### config.mk
export PLATFORM = sky130hd
export DESIGN_NAME = dpc_ram
export DESIGN_NICKNAME = d
export VERILOG_FILES = /design/src/hw/rtl/dpc_ram.sv
export SDC_FILE = /design/constraint.sdc
export NUM_CORES = 1
export LEC_CHECK = 0
export BUFFER_PORTS_ARGS = -buffer_cell sky130_fd_sc_hd__buf_2
export CAP_MARGIN = 20
export CORE_ASPECT_RATIO = 1.2
export CORE_MARGIN = 2
export CORE_UTILIZATION = 55
export CTS_BUF_LIST = sky130_fd_sc_hd__clkbuf_4 sky130_fd_sc_hd__clkbuf_8
export DETAILED_ROUTE_END_ITERATION = 10
export MAX_ROUTING_LAYER = met4
export PLACE_DENSITY_LB_ADDON = 0.2
export RECOVER_POWER = 25
export SKIP_CTS_REPAIR_TIMING = 1
export SLEW_MARGIN = 20
export SYNTH_ARGS = -nofsm -noshare
export SYNTH_HDL_FRONTEND = slang
export SYNTH_SLANG_ARGS = --single-unit
### constraint.sdc
create_clock -name clk_i -period 2 [get_ports clk_i]
set_input_delay 0.3 -clock clk_i [delete_from_list [all_inputs] [get_ports clk_i]]
set_output_delay 0.3 -clock clk_i [all_outputs]
set_load 0.02 [all_outputs]
### src/hw/rtl/dpc_ram.sv
// Generic simple dual-port RAM: one write port, one registered read port.
// No dependencies.
`default_nettype none

module dpc_ram #(
  parameter int Width = 8,
  parameter int Depth = 16
) (
  input  wire logic                                 clk_i,
  input  wire logic                                 we_i,
  input  wire logic [((Depth > 1) ? $clog2(Depth) : 1)-1:0] waddr_i,
  input  wire logic [Width-1:0]                     wdata_i,
  input  wire logic [((Depth > 1) ? $clog2(Depth) : 1)-1:0] raddr_i,
  output logic      [Width-1:0]                     rdata_o
);

  logic [Width-1:0] mem_q [Depth];

  // Write and registered read
  always_ff @(posedge clk_i) begin
    if (we_i) begin
      mem_q[waddr_i] <= wdata_i;
    end
    rdata_o <= mem_q[raddr_i];
  end

endmodule

`default_nettype wire

* Word-level counts from Yosys, hierarchy flattened
Memory sizes are Yosys's and may differ from the RTL's. A register that Yosys moved wholly into a read port is not among the register bits.
Cells that the tools add are included.
** Storage, ports and cells
- Register bits after elaboration :: 0
- ROM bits :: 0
- Memories kept :: 1
- Bits in writable memories :: 128
- Input port bits :: 18
- Bits in latches :: 0
** Memories
- mem_q :: words 16, bits a word 8, rd ports 1, clocked after memory_dff 1, write ports 1, line 17 : logic [Width-1:0] mem_q [Depth];
** Operators by class
- Reduce and logical (&&, ||, !) cells :: 0
- $add $sub $neg :: 0
- Divide/modulo/power cells :: 0
- $mul :: 0
- Bitwise operators :: 0
- Equality and inequality tests :: 0
- Shift operators :: 0
- Multiplexer cells :: 2
- Magnitude comparators :: 0
** Operator list (number)
- $mux 1 :: 2

* Longest topological paths before layout
- Depth after elaboration :: 2
- Mapped depth :: 5
- Gate-level depth less buffers :: 3

* Worst setup path before layout
Ideal clock, no wire load.
- Kind :: input to register
- From :: input waddr_i[2] in the netlist's numbering
- To :: memory mem_q[0][0], enable pin
- Cell stages on the path :: 2
- Path slack :: 0.207 ns
- Data arrival time :: 1.410 ns
- Library setup time :: 0.383 ns
- Buffers on the path :: 0
- Path through :: or3b_2 -> nor3_1
** RTL lines
- from (decl) :: line 11 : input wire logic [((Depth > 1) ? $clog2(Depth) : 1)-1:0] waddr_i,
- to (decl) :: line 17
Straight into the memory's write port.

==> out/qor.json <==
{
  "setup.reg_to_reg.worst_slack_ns": 0.67,
  "synth-seq-area-share_pct": 77.78,
  "setup_violations": 0,
  "fin_crit_ns": 1.327,
  "synth_top_cells_by_area": "sky130_fd_sc_hd__edfxtp_1, sky130_fd_sc_hd__mux4_2, sky130_fd_sc_hd__mux4_1, sky130_fd_sc_hd__dfxtp_1, sky130_fd_sc_hd__a22oi_1",
  "antenna_cells_inserted": 0,
  "share_seq_of_total_power_pct": 55.4,
  "grt_remaining_overflow": 0,
  "grt_first_pass_wirelength_um": 14360,
  "finalHoldViolCount": 0,
  "multi_input_comb_area_mm2": 0.001057,
  "wl_per_cell_um": 22.76,
  "cpLargestDelayFamily": "multiplexers",
  "register_area_mm2": 0.004004,
  "cp_data_arrival_time_ns": 1.63,
  "design.portCount": 26,
  "total_leakage_power_nw": 2.019,
  "die_area_mm2": 0.01015,
  "final.setup_skew_ns": 0.008861,
  "cts.sink_count": 136,
  "grt_use_met3_pct": 4.963,
  "critPathLaunchType": "flip-flop",
  "ys_ff_latch": 136,
  "cts.path.max_buffers": 2,
  "fmax_mhz": 753.7,
  "run_status": "finished, final reports clean",
  "syn_nets": 247,
  "htree_levels": 4,
  "placement.io_buffers": 25,
  "post_route_cells_drive_above_1_share_pct": 30.54,
  "filler_cells_inserted": 623,
  "worst_setup_path_end_kind": "flip-flop",
  "vdd_drop_max_mv": 0.5922,
  "antenna_violations_before_repair": 0,
  "finalWorstSetupSlack_ns": 0.6733,
  "slowest_delay_ns": 0.57,
  "core_area_mm2": 0.009081,
  "detail_route.vias_per_cell": 5.816,
  "hold_path.class": "in2reg",
  "cp_cell_sequence": "mux4_1 > a22oi_1 > nand2_1",
  "netSwitchingPower_mw": 1.158,
  "grt_most_used_layer": "met2",
  "yosysTopAreaCell": "sky130_fd_sc_hd__edfxtp_1",
  "post-synth-top-area-fraction_pct": 74.67,
  "drc_errors": 0,
  "drv_slew": 0,
  "crit_required_ns": 2.30,
  "ys_types": 19,
  "cts_tree": "yes",
  "floorplan.die.width_um": 92.31,
  "vias": 2431,
  "number_of_warnings_reported_in_the_yosys_synthesis_log": 0,
  "critical_path.max_fanout": 1,
  "cts-buffers-inserted": 17,
  "clkLatencyLatePin_ns": 0.42,
  "critical_path_buf_inv_count": 0,
  "worstMarginPinSlew_ns": 0.6750,
  "finalWeightedCongestion": 0.7719,
  "wirelength_um": 9513,
  "dr.first_iter.drc_count": 304,
  "place.detailed.hpwl_um": 6164,
  "syn_to_final_growth_pct": 15.31,
  "synth_area_per_cell_um2": 22.48,
  "slew_headroom_pct": 55.00,
  "power.clock.fraction_pct": 39.1,
  "power.density_mw_per_mm2": 974.2,
  "route.antenna.remaining_nets": 0,
  "first_pass_iters": 4,
  "crit_slowest_cell": "sky130_fd_sc_hd__mux4_1",
  "post_synth_instance_area_mm2": 0.005147,
  "worstSetupPathType": "reg2reg",
  "worst_setup_hold_path_clk_slew_ns": 0.07,
  "grtUsageMet1_pct": 28.17,
  "comb_power_share_pct": 5.5,
  "maxCapViolations": 0,
  "grt_setup_unrepaired": "no",
  "die_h_um": 110.0,
  "power.internal_mw": 4.625,
  "core.rowCount": 38,
  "power_mw": 5.783,
  "grt.met2_usage_pct": 32.85,
  "setup_tns_ns": 0,
  "grt_max_degree": 26,
  "fin_nets": 303,
  "track_usage_pct": 21.19,
  "pre_cts_slack_ns": 0.3198,
  "start_util_pct": 56.68,
  "clock_tree.root_cell": "sky130_fd_sc_hd__clkbuf_8",
  "synthCells": 229,
  "switching_share_pct": 20.03,
  "period_share_pct": 66.34,
  "holdWs_ns": 0.2904,
  "first_global_vias": 2494,
  "layout.core_utilization_pct": 65.36
}
-- flip-flops by register name (all words and copies together) (netlist names) --
signal	flops
rdata_o	8
mem_q	128
-- power by group through the flow --
stage	sequential (mW)	clock, mW	combinational (mW)
after detailed placement	3.27	0	0.326
after global routing	3.21	2.41	0.346
after CTS	3.20	2.29	0.328
final	3.20	2.26	0.318
after global placement	3.26	0	0.318
after floorplan	3.28	0	0.162
-- kinds of logic (layout without fill, tap and decap cells) --
group                  count (synthesis)  in the layout  share of synthesized area (%)
DFF                                  136            136                          77.78
and+or+nand+nor                       35             35                          3.184
muxes                                 32             32                          15.02
AOI/OAI and AO/OA                     16             16                          2.334
buffers and inverters                 10             79                          1.677
-- stage by stage --
stage / cell area [um^2] / std cells
3_5_place_dp: 5539 / 386
6_report: 5936 / 418
2_1_floorplan: 5147 / 229
3_3_place_gp: 5539 / 386
4_1_cts: 5944 / 418
5_1_grt: 5936 / 418
-- worst paths after layout --
| path | startpoint | to | cells after the start |
|---|---|---|---|
| setup / recovery | mem_q[4][1] | rdata_o[1] | 3 |
| hold / removal | wdata_i[2] | mem_q[0][2] | 1 |
| setup reg to reg | mem_q[4][1] | rdata_o[1] | 3 |
| hold reg to reg | mem_q[11][2] | rdata_o[2] | 3 |
-- per-layer routing --
metal	part of all wire, %	routed length [um]
met5	0	0
met4	1.3	121
met3	4.6	435
met2	51	4829
met1	43	4127
-- synth_stat cells --
| master | instances |
|---|---|
| sky130_fd_sc_hd__edfxtp_1 | 128 |
| sky130_fd_sc_hd__mux4_2 | 18 |
| sky130_fd_sc_hd__a22oi_1 | 16 |
| sky130_fd_sc_hd__mux4_1 | 14 |
| sky130_fd_sc_hd__nor2_1 | 13 |
| sky130_fd_sc_hd__nand2_1 | 9 |
| sky130_fd_sc_hd__dfxtp_1 | 8 |
| sky130_fd_sc_hd__nor3_1 | 4 |
| sky130_fd_sc_hd__buf_2 | 3 |
| sky130_fd_sc_hd__buf_6 | 3 |
| sky130_fd_sc_hd__clkdlybuf4s25_2 | 3 |
| sky130_fd_sc_hd__nand2b_1 | 2 |
| sky130_fd_sc_hd__nand3b_1 | 2 |
| sky130_fd_sc_hd__and2_1 | 1 |
| sky130_fd_sc_hd__and2b_1 | 1 |
| sky130_fd_sc_hd__buf_4 | 1 |
| sky130_fd_sc_hd__nand3_1 | 1 |
| sky130_fd_sc_hd__nor2b_1 | 1 |
| sky130_fd_sc_hd__or3b_2 | 1 |
-- layout by cell type (no fill, tap or decap), types with 3 or more instances in the layout --
cell type / instances
sky130_fd_sc_hd__clkbuf_8: 18
sky130_fd_sc_hd__nor3_1: 4
sky130_fd_sc_hd__buf_2: 18
sky130_fd_sc_hd__a22oi_1: 16
sky130_fd_sc_hd__bufinv_16: 3
sky130_fd_sc_hd__dfxtp_1: 8
sky130_fd_sc_hd__clkinv_2: 6
sky130_fd_sc_hd__mux4_1: 14
sky130_fd_sc_hd__nand2_1: 9
sky130_fd_sc_hd__edfxtp_1: 128
sky130_fd_sc_hd__nor2_1: 13
sky130_fd_sc_hd__mux4_2: 18
sky130_fd_sc_hd__clkbuf_1: 7
sky130_fd_sc_hd__buf_4: 19
sky130_fd_sc_hd__buf_12: 3
sky130_fd_sc_hd__clkbuf_4: 4
-- area by class of cell --
class / instances / share of cell area (%)
multi-input combinational: 83 / 17.81
clock inverter: 10 / 2.150
tap: 120 / 2.530
clock buffer: 22 / 4.680
timing repair buffer: 47 / 5.375
sequential: 136 / 67.45
Note: power is estimated with default switching activity, not from simulation.
