[src/hw/rtl/dpc_pkg.sv]
// Shared types and constants for the point clustering block.
// No dependencies; used by the top level and dpc_dist, not by dpc_ram.
`default_nettype none

package dpc_pkg;

  // Default sizes handed to the top level parameters
  localparam int MaxPointsDef  = 1024;
  localparam int CoordBitsDef  = 16;

  // Fixed field widths
  localparam int EpsW     = 33;
  localparam int MinPtsW  = 11;
  localparam int CfgIdxW  = 1;
  localparam int RdIdxW   = 10;
  localparam int ClusW    = 11;
  localparam int LabelW   = 10;

  // Register reset values
  localparam logic [EpsW-1:0]    EpsReset    = 33'd6400;
  localparam logic [MinPtsW-1:0] MinPtsReset = 11'd3;

  // Register indexes
  localparam logic [CfgIdxW-1:0] CfgEps    = 1'b0;
  localparam logic [CfgIdxW-1:0] CfgMinPts = 1'b1;

  // Input action and output kind codes
  localparam logic ActLoad     = 1'b0;
  localparam logic ActRead     = 1'b1;
  localparam logic KindReport  = 1'b0;
  localparam logic KindLabel   = 1'b1;

  // Sequencer states
  typedef enum logic [4:0] {
    ST_IDLE,
    ST_RD,
    ST_CLR,
    ST_OUTER,
    ST_OUTER_CHK,
    ST_OUTER_Q,
    ST_RQ_C,
    ST_RQ_CW,
    ST_RQ_RUN,
    ST_PUSH_N,
    ST_PUSH_Q,
    ST_PUSH_CHK,
    ST_EXP,
    ST_EXP_P,
    ST_EXP_CHK,
    ST_EXP_Q
  } dpc_state_e;

endpackage

`default_nettype wire

[src/hw/rtl/dpc_dist.sv]
// Pipelined squared-distance test shared by every region query.
// Depends on dpc_pkg for the radius width.
`default_nettype none

module dpc_dist #(
  parameter int CoordBits = dpc_pkg::CoordBitsDef
) (
  input  wire logic                        clk_i,
  input  wire logic                        rst_ni,
  input  wire logic                        in_vld_i,
  input  wire logic signed [CoordBits-1:0] xc_i,
  input  wire logic signed [CoordBits-1:0] yc_i,
  input  wire logic signed [CoordBits-1:0] xr_i,
  input  wire logic signed [CoordBits-1:0] yr_i,
  input  wire logic [dpc_pkg::EpsW-1:0]    eps_i,
  output logic                             out_vld_o,
  output logic                             out_hit_o
);

  localparam int DW   = CoordBits + 1;
  localparam int SqW  = 2 * DW;
  localparam int SumW = SqW + 1;
  localparam int CmpW = (SumW > dpc_pkg::EpsW) ? SumW : dpc_pkg::EpsW;

  logic              v1_q, v2_q;
  logic signed [DW-1:0] dx_q, dy_q;
  logic [SqW-1:0]    sqx_q, sqy_q;
  logic [SumW-1:0]   sum;

  // Valid pipeline
  always_ff @(posedge clk_i or negedge rst_ni) begin
    if (!rst_ni) begin
      v1_q <= 1'b0;
      v2_q <= 1'b0;
    end else begin
      v1_q <= in_vld_i;
      v2_q <= v1_q;
    end
  end

  // Differences, then squares at full width
  always_ff @(posedge clk_i) begin
    dx_q  <= DW'(xc_i) - DW'(xr_i);
    dy_q  <= DW'(yc_i) - DW'(yr_i);
    sqx_q <= $unsigned(SqW'(dx_q) * SqW'(dx_q));
    sqy_q <= $unsigned(SqW'(dy_q) * SqW'(dy_q));
  end

  // Sum and compare against the radius
  assign sum       = {1'b0, sqx_q} + {1'b0, sqy_q};
  assign out_vld_o = v2_q;
  assign out_hit_o = CmpW'(sum) <= CmpW'(eps_i);

endmodule

`default_nettype wire

[config.mk]
export PLATFORM = sky130hd
export DESIGN_NAME = dpc_dist
export DESIGN_NICKNAME = d
export VERILOG_FILES = /design/src/hw/rtl/dpc_pkg.sv /design/src/hw/rtl/dpc_dist.sv
export SDC_FILE = /design/constraint.sdc
export NUM_CORES = 2
export LEC_CHECK = 0
export BUFFER_PORTS_ARGS = -buffer_cell sky130_fd_sc_hd__buf_2
export CAP_MARGIN = 25
export CORE_UTILIZATION = 45
export DETAILED_ROUTE_END_ITERATION = 10
export GPL_ROUTABILITY_DRIVEN = 0
export HOLD_SLACK_MARGIN = 0.08
export PLACE_DENSITY = 0.6
export RECOVER_POWER = 25
export SLEW_MARGIN = 20
export SYNTH_ARGS = -nofsm -noshare
export SYNTH_HDL_FRONTEND = slang
export SYNTH_SLANG_ARGS = --single-unit
[constraint.sdc]
create_clock -name clk_i -period 11.9 [get_ports clk_i]
set_input_delay 0.595 -clock clk_i [delete_from_list [all_inputs] [get_ports clk_i]]
set_output_delay 0.595 -clock clk_i [all_outputs]
set_load 0.005 [all_outputs]
# Word level (Yosys, flattened, before mapping)
# Index checks and enable logic that the tools add are counted.
# op_classes
n_addsub	3
n_mul	2
n_lt_le_gt_ge	1
# ops
op	n
$mul 17x17->34	2
$add 34x34->35	1
$le 35x33->1	1
$sub 16x16->17	2
# word_totals
register_bits	104
in_bits	100
output_inout_bits	2
elab_cells	12

# Longest topological paths before layout
# depth
ltp_word	2
ltp_mapped	25
mapped_depth_nobuf	25

# Worst setup path before layout
# Ideal clock, no wire load.
# synth_timing
path_type	register to register
startpoint	register dy_q[2]
endpoint	register sqy_q[33]
setup_ps	126
t_arrival_ps	6045
required_time_ps	11774
path_slack_ps	5729
path_stages_with_launch	26
n_path_buf	2
period_less_slack_ps	6171
path_cell_list	dfxtp_1 -> clkbuf_1 -> clkbuf_1 -> nand2_1 -> inv_1 -> fa_1 -> inv_1 -> fa_1 -> fa_1 -> inv_1 -> fa_1 -> fa_1 -> inv_1 -> fa_1 -> inv_1 -> ha_1 -> a21oi_1 -> nand2_1 -> a21oi_1 -> o221ai_2 -> a211o_2 -> a41oi_2 -> a31o_1 -> o21ai_2 -> o41ai_2 -> xnor2_1
# synth_via
elab_chain_cells	1
# synth_lines
item	line	text
start: declaration	dpc_dist.sv:26	logic signed [DW-1:0] dx_q, dy_q;
start signal: assignment	dpc_dist.sv:44	dy_q <= DW'(yc_i) - DW'(yr_i);
$mul 17x17->34	dpc_dist.sv:46	sqy_q <= $unsigned(SqW'(dy_q) * SqW'(dy_q));
end signal: assignment	dpc_dist.sv:46	
end: declaration	dpc_dist.sv:27	logic [SqW-1:0] sqx_q, sqy_q;
# No other way between the ends.

# Worst setup path in the final report
# layout_timing
startpoint	register dy_q[3]
endpoint	register sqy_q[32]
# The elaborated chain is that of the path after synthesis.

==> results.py <==
metrics = {
    "status": {
        "status": "finished, final reports clean",
    },
    "critical_path": {
        "r2r_setup_slack_ns": 4.96,
        "reg2reg_depth": 22,
        "timing.rr.start": "dy_q[3]$_DFF_P_",
        "cp.depth": 22,
        "cp.required_ns": 12.22,
        "worstPathArrival_ns": 7.27,
        "endpoint_kind": "flop",
        "cp-start-kind": "flop",
        "crit_chain": "inv_1 -> nor2_1 -> fa_1 -> inv_1 -> fa_1 -> fa_1 -> inv_1 -> fa_1 -> fa_1 -> inv_1 -> fa_1 -> inv_1 -> ha_1 -> nand4_1 -> nor2_1 -> o21ai_1 -> a31oi_1 -> o21ai_1 -> a211oi_1 -> nor4_1 -> or4_1 -> nand4_1",
        "worst_path_most_repeated_cell": "fa_1",
        "timing.rr.end": "sqy_q[32]$_DFF_P_",
        "worst-path-max-fanout": 16,
        "slowest_delay_ns": 0.74,
        "path_buf_inv": 5,
        "criticalPathCategory": "flop to flop",
        "critPathLaunch": "dy_q[3]$_DFF_P_",
        "critPathCapture": "sqy_q[32]$_DFF_P_",
        "critPathSlowestCell": "dfxtp_1",
        "cpLargestDelayFamily": "adder cells",
    },
    "drt": {
        "dr.pass1.iters": 6,
        "vias_per_cell": 4.976,
        "drt-total-wl_um": 53280,
        "drcViolationCount": 0,
        "vias": 17879,
        "antenna_left": 0,
        "drt_iter0_drc": 815,
        "wire_per_inst_um": 14.83,
    },
    "min_path": {
        "min_path_type": "primary input to flop",
    },
    "global_route": {
        "grt_max_degree": 36,
        "grt_usage_pct": 20.03,
        "grt_first_pass_wirelength_um": 90710,
        "globalRouteOverflowTotal": 0,
        "grt_antenna_before_repair": 0,
        "grt_pass1_vias": 19048,
    },
    "floorplanning": {
        "rows": 86,
        "die_width_um": 240.2,
        "dieArea_sq_mm": 0.05770,
        "io_pins": 102,
        "core_area_sq_mm": 0.05563,
        "fp.dieH_um": 240.2,
        "initial_core_util_pct": 45.90,
    },
    "finish": {
        "fin_util_pct": 48.81,
        "fin_nets": 3758,
        "area_delta_synth_final_pct": 6.340,
        "drive_above_1_share_pct": 5.167,
        "diodes": 0,
        "mostFrequentLayoutCell": "inv_1",
        "final_area_sq_mm": 0.02715,
        "final_cell_mix": "773 x inv_1, 539 x fa_1, 279 x ha_1, 204 x nand2_1, 112 x nor2_1",
    },
    "sta": {
        "clock.fmax_mhz": 144.0,
        "whs_ns": 0.3045,
        "hold_viol": 0,
        "rsz0062_at_grt": "false",
        "slew_violations": 0,
        "period_share_pct": 58.36,
        "relSlewSlack_pct": 37.83,
        "fin_setup_tns_ns": 0,
        "tightest_slew_ns": 0.9208,
        "setup_violations": 0,
        "period_needed_ns": 6.944,
        "skew_ns": 0.01524,
    },
    "clock_tree": {
        "post_cts_resized": 0,
        "clk_latency_ns": 0.39,
        "cts_tree": "built",
        "htreeDepth": 3,
        "cts_sinks": 102,
        "numCtsBuffers": 9,
        "postCtsSetupBuffers": 0,
        "clk_path_buf_depth": 2,
        "clockRootBuffer": "clkbuf_16",
        "path_clk_slew_ns": 0.08,
    },
    "synth": {
        "syn_avg_cell_area_sq_um": 9.209,
        "synth_cells": 2773,
        "yosys-top-cells-area": "fa_1 42%, ha_1 14%, inv_1 11%",
        "yosysTopAreaCellShare_pct": 42.26,
        "async_reset_ff_share_pct": 1.961,
        "syn_area_sq_mm": 0.02554,
        "synth_edf_count": 0,
        "yosysWarnings": 0,
        "ys_types": 69,
        "synth_fp_nets": 3691,
        "yosys.area.top_type": "fa_1",
        "ys.flop_type": "dfxtp_1",
        "synth-seq-cells": 102,
        "ys_seq_area_share_pct": 8.036,
    },
    "placement": {
        "port_buffers": 101,
        "postPlaceCellArea_sq_mm": 0.02682,
        "dp_hpwl_um": 46210,
    },
    "job": {
        "max_cap_viol_count": 0,
    },
}
-- timing repair --
item	CTS	global route
endpoints found under the setup margin	0	0
hold buffers	1	0
hold endpoints to repair	2	0
-- worst min path at each step --
| stage | startpoint | endpoint | slack [ns] | cells past startpoint |
|---|---|---|---|---|
| after CTS | in_vld_i | v1_q$_DFF_PN0_ | 0.28 | 1 |
| final | in_vld_i | v1_q$_DFF_PN0_ | 0.30 | 1 |
| after global routing | in_vld_i | v1_q$_DFF_PN0_ | 0.29 | 1 |
| after floorplan | rst_ni | out_vld_o$_DFF_PN0_ | 0.30 | 0 |
| after detailed placement | v1_q$_DFF_PN0_ | out_vld_o$_DFF_PN0_ | 0.35 | 0 |
| after global placement | v1_q$_DFF_PN0_ | out_vld_o$_DFF_PN0_ | 0.34 | 0 |
-- layer usage --
layer,track usage [%],vias up,share of wire (%)
met5,0,-,0
met1,26.14,9034,43
li1,-,8495,-
met4,5.617,0,2.1
met2,34.76,294,50
met3,2.583,56,4.3
-- sequential cells by signal (all words and copies together) (netlist names) --
| register | flops |
|---|---|
| sqx_q | 33 |
| sqy_q | 33 |
| dx_q | 17 |
| dy_q | 17 |
| out_vld_o | 1 |
| v1_q | 1 |
-- through the flow --
stage,cells,setup WS [ns]
4_1_cts,3593,4.944
5_1_grt,3593,4.581
6_report,3593,4.956
3_3_place_gp,3576,5.221
3_5_place_dp,3576,4.991
2_1_floorplan,2773,5.729
-- synth_stat cells (3+ instances only) --
master    number
and2_1       108
or2_2          7
xor2_1        29
inv_1        773
o211ai_1       6
or3_1          7
a31o_2         7
a21oi_1       89
fa_1         539
dfxtp_1      100
o21a_1        14
o21ai_1       12
nand3_1       24
a31oi_1        6
o21ai_0       49
a21boi_0       6
a41o_1         3
a21o_1        43
a211o_1        4
and3_1        14
ha_1         279
o31ai_1        6
nor2b_1       48
xnor2_1      102
a211oi_1      15
and4_1         4
nand2b_1      20
o21bai_1      10
nor2_1       112
nand2_1      204
o21ai_2        3
a21boi_1       5
nand4_1        9
clkbuf_1      49
nor3_1        20
a221oi_1       3
-- layout make-up --
type / count / area, sq um
clock buffer: 10 / 239.0
clock inverter: 6 / 93.84
fill: 5284 / 28480
inverter: 773 / 2902
multi-input combinational: 1849 / 20400
sequential: 102 / 2053
tap: 748 / 935.9
timing repair buffer: 105 / 533.0
-- kinds of logic after synthesis --
logic type	count (synthesis)	share of synthesized area, %
adder cells (fa/ha/maj)	818	55.93
AO/OA/AOI/OAI	312	8.256
flip-flops	102	8.036
multiplexers	3	0.1225
AND/OR/NAND/NOR	585	11.08
XOR/XNOR	131	4.493
buffers and inverters	822	12.08
Power is left out: the tool's default activity adds up to more than one toggle a clock period on the data nets, which glitch-free logic cannot reach.
